`config.mk`:
```
export PLATFORM = sky130hd
export DESIGN_NAME = sender_value_pool_table_top
export DESIGN_NICKNAME = d
export VERILOG_FILES = /design/src/sv/svpt_pkg.sv /design/src/sv/svpt_cell.sv /design/src/sv/sender_value_pool_table_top.sv
export VERILOG_INCLUDE_DIRS = /design/src /design/src/sv
export SDC_FILE = /design/constraint.sdc
export NUM_CORES = 2
export LEC_CHECK = 0
export CAP_MARGIN = 10
export CELL_PAD_IN_SITES_DETAIL_PLACEMENT = 0
export CELL_PAD_IN_SITES_GLOBAL_PLACEMENT = 1
export CORE_MARGIN = 10
export CORE_UTILIZATION = 35
export CTS_BUF_LIST = sky130_fd_sc_hd__clkbuf_4 sky130_fd_sc_hd__clkbuf_8
export CTS_CLUSTER_DIAMETER = 30
export DETAILED_ROUTE_END_ITERATION = 8
export DONT_BUFFER_PORTS = 1
export PLACE_DENSITY = 0.64
export SLEW_MARGIN = 10
export SYNTH_ARGS = -nofsm -noshare
export SYNTH_HDL_FRONTEND = slang
export SYNTH_HIERARCHICAL = 1
export SYNTH_SLANG_ARGS = --single-unit
```
`constraint.sdc`:
```
create_clock -name i_clk -period 29.6 [get_ports i_clk]
set_input_delay 4.44 -clock i_clk [delete_from_list [all_inputs] [get_ports i_clk]]
set_output_delay 4.44 -clock i_clk [all_outputs]
set_load 0.03 [all_outputs]
```
`src/sv/sender_value_pool_table_top_macros.svh`:
```
// assertion macros shared by the pool table modules
`ifndef SENDER_VALUE_POOL_TABLE_TOP_MACROS_SVH
`define SENDER_VALUE_POOL_TABLE_TOP_MACROS_SVH

`ifndef SYNTHESIS

// property checked on every rising edge outside reset
`define SVPT_ASSERT(lbl, prop, msg) \
    lbl: assert property (@(posedge i_clk) disable iff (!i_rst_n) prop) else $error(msg);

// property checked on every rising edge, reset included
`define SVPT_ASSERT_ALWAYS(lbl, prop, msg) \
    lbl: assert property (@(posedge i_clk) prop) else $error(msg);

`else

`define SVPT_ASSERT(lbl, prop, msg)
`define SVPT_ASSERT_ALWAYS(lbl, prop, msg)

`endif

`endif

```
`src/sv/svpt_pkg.sv`:
```
package svpt_pkg;

    localparam int TABLE_ENTRIES_DEF   = 20;
    localparam int SLOTS_PER_ENTRY_DEF = 5;
    localparam int ADDR_BITS_DEF       = 16;

    localparam int SENDER_ADDR_W = 16;
    localparam int DATA_BYTE_W   = 8;

    typedef enum logic [1:0] {
        OUT_NEW     = 2'd0,
        OUT_STORED  = 2'd1,
        OUT_FULL    = 2'd2,
        OUT_DROPPED = 2'd3
    } t_outcome;

    typedef struct packed {
        logic [SENDER_ADDR_W-1:0] sender_addr;
        logic [DATA_BYTE_W-1:0]   data_byte;
    } t_req_item;

    typedef struct packed {
        t_outcome   outcome;
        logic [4:0] entry_index;
        logic [2:0] slot_index;
        logic       send_reply;
        logic [2:0] reply_byte;
        logic [7:0] first_value;
    } t_res_item;

    // control broadcast from the sequencer to every cell
    typedef struct packed {
        logic look;
        logic wr;
        logic any_hit;
    } t_cell_ctl;

    // what one cell hands to its right-hand neighbour
    typedef struct packed {
        logic      hit;
        logic      valid;
        logic      taken;
        t_res_item res;
    } t_link;

endpackage

```
`src/sv/svpt_cell.sv`:
```
`include "sender_value_pool_table_top_macros.svh"

module svpt_cell
    import svpt_pkg::*;
#(
    parameter int ENTRY_IDX = 0,
    parameter int SLOTS     = SLOTS_PER_ENTRY_DEF,
    parameter int ADDR_BITS = ADDR_BITS_DEF
) (
    input  logic                 i_clk,
    input  logic                 i_rst_n,
    input  t_cell_ctl            i_ctl,
    input  logic [ADDR_BITS-1:0] i_key,
    input  logic [7:0]           i_byte,
    input  t_link                i_link,
    output t_link                o_link
);

    localparam int SLOT_W = $clog2(SLOTS);

    logic                 r_valid;
    logic                 r_hit;
    logic [ADDR_BITS-1:0] r_addr;
    logic [7:0]           r_slot [SLOTS];

    logic              hit_now;
    logic              alloc;
    logic              found;
    logic [SLOT_W-1:0] fidx;
    logic              last;
    t_res_item         own;
    logic              own_taken;

    assign hit_now = r_valid && (r_addr == i_key);
    // entries fill in index order: the first free cell after a used one allocates
    assign alloc   = i_ctl.wr && !i_ctl.any_hit && !r_valid && i_link.valid;

    // first empty slot among 1..SLOTS-1
    always_comb begin
        found = 1'b0;
        fidx  = '0;
        for (int s = SLOTS - 1; s >= 1; s--) begin
            if (r_slot[s] == 8'd0) begin
                found = 1'b1;
                fidx  = SLOT_W'(s);
            end
        end
    end

    assign last = (fidx == SLOT_W'(SLOTS - 1));

    always_comb begin
        own       = '0;
        own_taken = 1'b0;
        if (i_ctl.wr && r_hit) begin
            own_taken        = 1'b1;
            own.entry_index  = 5'(ENTRY_IDX);
            own.first_value  = r_slot[0];
            if (found) begin
                own.outcome    = OUT_STORED;
                own.slot_index = 3'(fidx);
                own.send_reply = last;
                own.reply_byte = last ? 3'(fidx) : 3'd0;
            end else begin
                own.outcome    = OUT_FULL;
            end
        end else if (alloc) begin
            own_taken       = 1'b1;
            own.outcome     = OUT_NEW;
            own.entry_index = 5'(ENTRY_IDX);
            own.first_value = i_byte;
        end
    end

    assign o_link.hit   = i_link.hit | hit_now;
    assign o_link.valid = r_valid;
    assign o_link.taken = i_link.taken | own_taken;
    assign o_link.res   = i_link.res | own;

    always_ff @(posedge i_clk) begin
        if (!i_rst_n) begin
            r_valid <= 1'b0;
            r_hit   <= 1'b0;
            for (int s = 0; s < SLOTS; s++) begin
                r_slot[s] <= 8'd0;
            end
        end else begin
            if (i_ctl.look) begin
                r_hit <= hit_now;
            end
            if (alloc) begin
                r_valid   <= 1'b1;
                r_slot[0] <= i_byte;
            end else if (i_ctl.wr && r_hit && found) begin
                r_slot[fidx] <= i_byte;
            end
        end
    end

    always_ff @(posedge i_clk) begin
        if (alloc) begin
            r_addr <= i_key;
        end
    end

    `SVPT_ASSERT(a_fill_in_order, r_valid |-> i_link.valid, "cell used before its left neighbour")
    `SVPT_ASSERT(a_alloc_records, alloc |=> (r_valid && r_addr == $past(i_key)), "allocation lost")
    `SVPT_ASSERT(a_alloc_only_on_miss, $rose(r_valid) |-> ($past(i_ctl.wr) && !$past(i_ctl.any_hit)), "entry taken on a hit")

endmodule

```
`src/sv/sender_value_pool_table_top.sv`:
```
// channel   direction  handshake                      payload
// request   in         i_req_valid / o_req_ready      i_req  (t_req_item)
// result    out        o_res_valid / i_res_ready      o_res  (t_res_item)
//
// one request passes from acceptance to its result through accept, search, update and
// hand-over; the span is set by the cell row's compare and update steps
// a new request is taken only once the previous one has reached the output register
// the result waits in the output register while the next request is searched
// synchronous active-low reset empties the table and clears all slot values at once
// a stalled result holds the sequencer in hand-over until the output register frees

`include "sender_value_pool_table_top_macros.svh"

module sender_value_pool_table_top
    import svpt_pkg::*;
#(
    parameter int TABLE_ENTRIES   = TABLE_ENTRIES_DEF,
    parameter int SLOTS_PER_ENTRY = SLOTS_PER_ENTRY_DEF,
    parameter int ADDR_BITS       = ADDR_BITS_DEF
) (
    input  logic      i_clk,
    input  logic      i_rst_n,
    input  logic      i_req_valid,
    output logic      o_req_ready,
    input  t_req_item i_req,
    output logic      o_res_valid,
    input  logic      i_res_ready,
    output t_res_item o_res
);

    typedef enum logic [3:0] {
        S_IDLE = 4'b0001,
        S_LOOK = 4'b0010,
        S_WR   = 4'b0100,
        S_PEND = 4'b1000
    } t_state;

    t_state               r_state, n_state;
    logic [ADDR_BITS-1:0] r_key;
    logic [7:0]           r_byte;
    logic                 r_any_hit;
    t_res_item            r_pend;
    t_res_item            r_out;
    logic                 r_out_valid;

    logic [ADDR_BITS+SENDER_ADDR_W-1:0] key_wide;
    logic                               req_acc;
    logic                               out_free;
    t_cell_ctl                          ctl;
    t_link                              w_link [TABLE_ENTRIES+1];
    t_res_item                          dropped;

    // only the low ADDR_BITS bits of the sender address take part, zero-extended if wider
    assign key_wide = {{ADDR_BITS{1'b0}}, i_req.sender_addr};

    assign o_req_ready = (r_state == S_IDLE);
    assign req_acc     = i_req_valid && o_req_ready;
    assign out_free    = !r_out_valid || i_res_ready;
    assign o_res_valid = r_out_valid;
    assign o_res       = r_out;

    assign ctl.look    = (r_state == S_LOOK);
    assign ctl.wr      = (r_state == S_WR);
    assign ctl.any_hit = r_any_hit;

    always_comb begin
        dropped         = '0;
        dropped.outcome = OUT_DROPPED;
    end

    // left end of the row: nothing found yet, virtual used entry so cell 0 can allocate
    always_comb begin
        w_link[0]       = '0;
        w_link[0].valid = 1'b1;
    end

    for (genvar g = 0; g < TABLE_ENTRIES; g++) begin : g_cell
        svpt_cell #(
            .ENTRY_IDX (g),
            .SLOTS     (SLOTS_PER_ENTRY),
            .ADDR_BITS (ADDR_BITS)
        ) u_cell (
            .i_clk   (i_clk),
            .i_rst_n (i_rst_n),
            .i_ctl   (ctl),
            .i_key   (r_key),
            .i_byte  (r_byte),
            .i_link  (w_link[g]),
            .o_link  (w_link[g+1])
        );
    end

    // sequencer
    always_comb begin
        n_state = r_state;
        case (r_state)
            S_IDLE: begin
                if (req_acc) begin
                    n_state = S_LOOK;
                end
            end
            S_LOOK: n_state = S_WR;
            S_WR:   n_state = S_PEND;
            S_PEND: begin
                if (out_free) begin
                    n_state = S_IDLE;
                end
            end
            default: n_state = S_IDLE;
        endcase
    end

    always_ff @(posedge i_clk) begin
        if (!i_rst_n) begin
            r_state     <= S_IDLE;
            r_out_valid <= 1'b0;
        end else begin
            r_state <= n_state;
            if (r_state == S_PEND && out_free) begin
                r_out_valid <= 1'b1;
            end else if (i_res_ready) begin
                r_out_valid <= 1'b0;
            end
        end
    end

    // payload registers
    always_ff @(posedge i_clk) begin
        if (req_acc) begin
            r_key  <= key_wide[ADDR_BITS-1:0];
            r_byte <= i_req.data_byte;
        end
        if (r_state == S_LOOK) begin
            r_any_hit <= w_link[TABLE_ENTRIES].hit;
        end
        // no cell answered: unknown sender and table full
        if (r_state == S_WR) begin
            r_pend <= w_link[TABLE_ENTRIES].taken ? w_link[TABLE_ENTRIES].res : dropped;
        end
        if (r_state == S_PEND && out_free) begin
            r_out <= r_pend;
        end
    end

    `SVPT_ASSERT(a_four_cycles, req_acc |-> ##3 (r_state == S_PEND), "request did not reach hand-over")
    `SVPT_ASSERT(a_handover, (r_state == S_PEND && out_free) |=> o_res_valid, "result not presented")
    `SVPT_ASSERT(a_drop_when_full, (r_state == S_WR && !w_link[TABLE_ENTRIES].taken) |-> w_link[TABLE_ENTRIES].valid, "request dropped with free entry")
    `SVPT_ASSERT_ALWAYS(a_state_onehot, $onehot(r_state) || !i_rst_n || $past(!i_rst_n), "sequencer state not one-hot")

endmodule
```
# Word level (Yosys, flattened, before mapping)

Memories as Yosys holds them, arrays and structs flattened.
Cells that the tools add are included.

Register bits after elaboration: 434
Bits in latches: 0
Bits in writable memories: 800
Bits in read-only memories: 0
Input bits: 28
Output and inout port bits: 24
Logic and storage cells: 1012
Memories kept: 20

Memories:

| memory                   | depth | bits a word | rd ports | clocked after Yosys merged registers in | wr ports | line            | text |
|---|---|---|---|---|---|---|---|
| g_cell[0].u_cell.r_slot  | 5     | 8           | 5        | 0                                       | 5        | svpt_cell.sv:24 | `logic [7:0] r_slot [SLOTS];` |
| g_cell[10].u_cell.r_slot | 5     | 8           | 5        | 0                                       | 5        | svpt_cell.sv:24 |  |
| g_cell[11].u_cell.r_slot | 5     | 8           | 5        | 0                                       | 5        | svpt_cell.sv:24 |  |
| g_cell[12].u_cell.r_slot | 5     | 8           | 5        | 0                                       | 5        | svpt_cell.sv:24 |  |
| g_cell[13].u_cell.r_slot | 5     | 8           | 5        | 0                                       | 5        | svpt_cell.sv:24 |  |
| g_cell[14].u_cell.r_slot | 5     | 8           | 5        | 0                                       | 5        | svpt_cell.sv:24 |  |
| +14 memories             | --    | --          | --       | --                                      | --       | --              |  |

Add/sub/neg operators: 0
$mul: 0
Div/mod/pow operators: 0
$lt $le $gt $ge: 0
Equal/unequal tests: 46
Shift-type cells: 0
Mux-type cells: 565
Bitwise gates (word level): 77
Reduce and logical (&&, ||, !) cells: 227

Operators by type and width:

| cell               | number |
|---|---|
| $logic_not 8->1    | 80 |
| $mux 8             | 80 |
| $mux 7             | 60 |
| $or 22x22->22      | 19 |
| $mux 3             | 124 |
| $eq 16x16->1       | 20 |
| $mux 1             | 264 |
| $reduce_or 8->1    | 20 |
| $logic_and 1x1->1  | 102 |
| $eq 3x3->1 const B | 20 |
| $or 1x1->1         | 58 |
| $mux 2             | 22 |
| $mux 4             | 10 |
| $logic_not 1->1    | 22 |
| $mux 5             | 4 |
| $pmux 4 s4         | 1 |
| $eq 4x1->1 const B | 1 |
| $eq 4x2->1 const B | 1 |
| $eq 4x3->1 const B | 1 |
| $eq 4x4->1 const B | 1 |
| $ne 2x1->1 const B | 1 |
| $ne 2x2->1 const B | 1 |
| $reduce_and 2->1   | 1 |
| $reduce_bool 2->1  | 1 |
| $logic_or 1x1->1   | 1 |

# Depth between registers and ports, before layout

An unclocked memory read counts as a cell.

Depth after elaboration: 29
Mapped depth: 45
Depth with buffers taken out: 44

# Hierarchy

The synthesis kept the hierarchy.

By module, submodules not included:

| module                            | times used | cells an instance | area an instance (µm²) | sequential area each (µm²) |
|---|---|---|---|---|
| svpt_cell (g_cell[18].u_cell ...) | 5          | 211               | 2687.6                 | 1721.7 |
| svpt_cell (g_cell[2].u_cell ...)  | 3          | 205               | 2672.6                 | 1721.7 |
| svpt_cell (g_cell[11].u_cell ...) | 2          | 206               | 2748.9                 | 1721.7 |
| svpt_cell (g_cell[19].u_cell ...) | 2          | 205               | 2688.8                 | 1721.7 |
| svpt_cell (g_cell[0].u_cell)      | 1          | 214               | 2806.4                 | 1721.7 |
| svpt_cell (g_cell[1].u_cell)      | 1          | 207               | 2772.7                 | 1721.7 |
| svpt_cell (g_cell[13].u_cell)     | 1          | 215               | 2761.4                 | 1721.7 |
| svpt_cell (g_cell[15].u_cell)     | 1          | 206               | 2747.6                 | 1721.7 |
| svpt_cell (g_cell[16].u_cell)     | 1          | 207               | 2672.6                 | 1721.7 |
| svpt_cell (g_cell[17].u_cell)     | 1          | 205               | 2666.3                 | 1721.7 |
| svpt_cell (g_cell[12].u_cell)     | 1          | 206               | 2665.1                 | 1721.7 |
| svpt_cell (g_cell[10].u_cell)     | 1          | 206               | 2657.5                 | 1721.7 |
| sender_value_pool_table_top       | 1          | 121               | 2486.1                 | 2172.1 |

# Worst setup path before layout

Ideal clock, no wire load.

Path type: register to register
From: reg r_state[3]
To: reg r_pend[0] in the netlist's numbering, data pin
Setup time: 0.255 ns
Data arrival time: 9.124 ns
Data required time: 29.345 ns
Path slack: 20.221 ns
Stages on the path, launching flop included: 27
Path buffers: 2
Clock period less this slack: 9.379 ns
Cells stage by stage: dfxtp_1 nand2b_1 nor3_1 nor4b_1 clkbuf_1 or3_1 or3_1 or3_1 or3_1 or3_1 or3_1 or3_1 or3_1 or3_1 or3_1 or3_1 or3_1 or3_1 or3_1 or3_1 or3_1 or3_1 or3_1 or3_1 or3_1 clkbuf_1 and2_1

RTL lines:

| element                  | line                               | text |
|---|---|---|
| start: declaration       | sender_value_pool_table_top.sv:38  | `t_state r_state, n_state;` |
| start signal: assignment | sender_value_pool_table_top.sv:118 | `r_state <= n_state;` |
| end signal: assignment   | sender_value_pool_table_top.sv:138 | `r_pend <= w_link[TABLE_ENTRIES].taken ? w_link[TABLE_ENTRIES].res : dropped;` |
| end: declaration         | sender_value_pool_table_top.sv:42  | `t_res_item r_pend;` |

==> run summary <==
Cts repair resizes - 0
Vias in the first global route - 34.0k
Layout cells sized above 1 - 18.1%
Layout Cells excl Fill - 6772
DRT Wirelength - 137000 um
Die width - 422 um
Req. time, crit path - 30290 ps
Worst Tran Pin Value - 1470 ps
Post-route setup TNS - 0 ps
Final Max Tran Viols - 0
Status - finished clean
DP Cell Count - 6296
Int Power - 0.00329 W
Worst setup path start - r_state[3]
1st-iter DRT viols - 2617
Busiest grt layer - met2
Fin. Hold Viols - 0
Max VDD drop - 0.0000494 V
CTS Sinks - 1234
NumNets Final - 4446
Drt first pass iters - 7
RePlAce Congestion - 0.738
First-pass GRT wire length - 209000 um
Logic pwr share - 4.5%
Row count - 147
RSZ-0062 raised after global routing - false
Worst-path clk slew - 60 ps
Total CTS buffers - 277
Max Clk Rate - 98.0 MHz
GRT Util Overall - 15.0%
Seq pwr share - 46.8%
Syn avg cell area - 13.2 um2
Final period util - 34.5%
Num ports - 52
Delay-heaviest family, CP - simple AND/OR/NAND/NOR gates
Fin crit period - 10200 ps
Grt met1 use - 20.8%
M3 GR Usage - 3.13%
R2R depth - 26
Number of port buffers - 0
Setup violators final - 0
Max Cap Viol - 0
CP Capture Type - flip-flop
Pin count of the biggest net entering global routing - 330
Worst Path Arrival - 10900 ps
Gr ovfl total - 0
Max-slew headroom - 2.25%
Power per cell area - 65.2 nW/um2
Area Overhead vs Synth - 14.3%
Post-Syn Area - 56600 um2
Hold path startpoint - r_pend[10]
CP max stage cell - or3_1
FF-to-FF Start - r_state[3]
Leakage Power - 23.8 nW
Post-route ant nets - 0
Longest Clk Path Bufs - 4
Wire per inst - 20.3 um
Fillcell total - 14.9k
Startpoint types - flip-flop
Hold Buf Count CTS - 0
Switching Fraction - 21.9%
Core footprint - 161000 um2
Die Span Y - 422 um
Die Area - 178000 um2
WHS Path Cells - 0
YS warnings - 6
DR vias - 34.0k
Residual DRC - 0
Crit path kind - flip-flop to flip-flop
CTS tree - done
Most used cell, CP - or3_1
Crit path depth - 26
Antenna violations before repair - 10
Worst Hold Class - flip-flop to flip-flop
Clk Latency, worst-skew pair - 990 ps
Level count of the clock H-tree - 5
CP max FO - 35
Syn Inst Count - 4278
Worst Path Buf+Inv - 2
Clock Power Share - 48.7%
Clock Skews - 77.8 ps
Initial Util - 35.2%
NetSw - 0.000924 W
DP HPWL - 80300 um
Vias per cell - 5.02
CTS root buf - clkbuf_8
Setup repair bufs after CTS - 0
GRT met2 Usage - 23.7%
Max incr delay on CP - 670 ps
through the flow:
stage	util [%]	hold slack [ps]	setup WS (ps)	instance area (um2)	power, W
floorplan	-	400	20220	56600	0.00212
global placement	36.5	405	19470	58600	0.00220
detailed placement	36.5	405	19520	58600	0.00220
CTS	40.2	419	19460	64600	0.00427
global route	40.3	430	19120	64600	0.00438
finish	40.3	417	19400	64600	0.00422
path summary, 6_finish.rpt:
kind,to,slack (ps)
worst max-delay path,r_pend[0],19400
worst max register to register,r_pend[0],19400
worst min register to register,o_res[10],420
worst min-delay path,o_res[10],420
layout make-up:
type / count / area (um2) / share of cell area, %
clock buffer: 338 / 4360 / 6.75
clock inverter: 133 / 1600 / 2.48
inverter: 65 / 244 / 0.377
tap: 2160 / 2700 / 4.18
sequential: 1234 / 36600 / 56.6
timing repair buffer: 90 / 706 / 1.09
antenna: 2 / 5.00 / 0.00774
multi-input combinational: 2750 / 18400 / 28.5
registers in the layout (all words and copies together), names as in the netlist:
signal and count:
g_cell.u_cell/r_addr 320, g_cell.u_cell/r_hit 20, g_cell.u_cell/r_slot 800, g_cell.u_cell/r_valid 20, o_res 22, o_res_valid 1
r_any_hit 1, r_byte 8, r_key 16, r_pend 22, r_state 4
power by group through the flow:
| stage | Sequential, W | Combinational [W] | Clock, W |
|---|---|---|---|
| floorplan | 0.00203 | 0.0000938 | 0 |
| global placement | 0.00200 | 0.000193 | 0 |
| detailed placement | 0.00201 | 0.000194 | 0 |
| CTS | 0.00197 | 0.000195 | 0.00210 |
| global route | 0.00197 | 0.000208 | 0.00219 |
| finish | 0.00197 | 0.000192 | 0.00205 |
placed cells by master, fill, tap and decap left out, types with 27 or more instances in the layout:
cell type and count:
a21o_1 47, a21oi_1 189, and2_1 473, and3_1 263, and3_2 51, buf_4 84, bufinv_16 36, clkbuf_4 46
clkbuf_8 292, clkinv_1 32, clkinv_2 37, dfxtp_1 45, edfxtp_1 1189, inv_1 61, nand2_1 274, nand2b_1 86
nand3_1 142, nand4_1 36, nor2_1 53, nor3_1 56, nor3_2 27, nor4_1 162, o21ai_0 81, o21bai_1 45
or3_1 61, xor2_1 278
metal layers:
layer,routed length (um),vias up
li1,-,16100
met1,63400,16800
met2,63400,827
met3,7490,237
met4,2880,0
met5,0,-
Power figures use the tool's default switching activity.
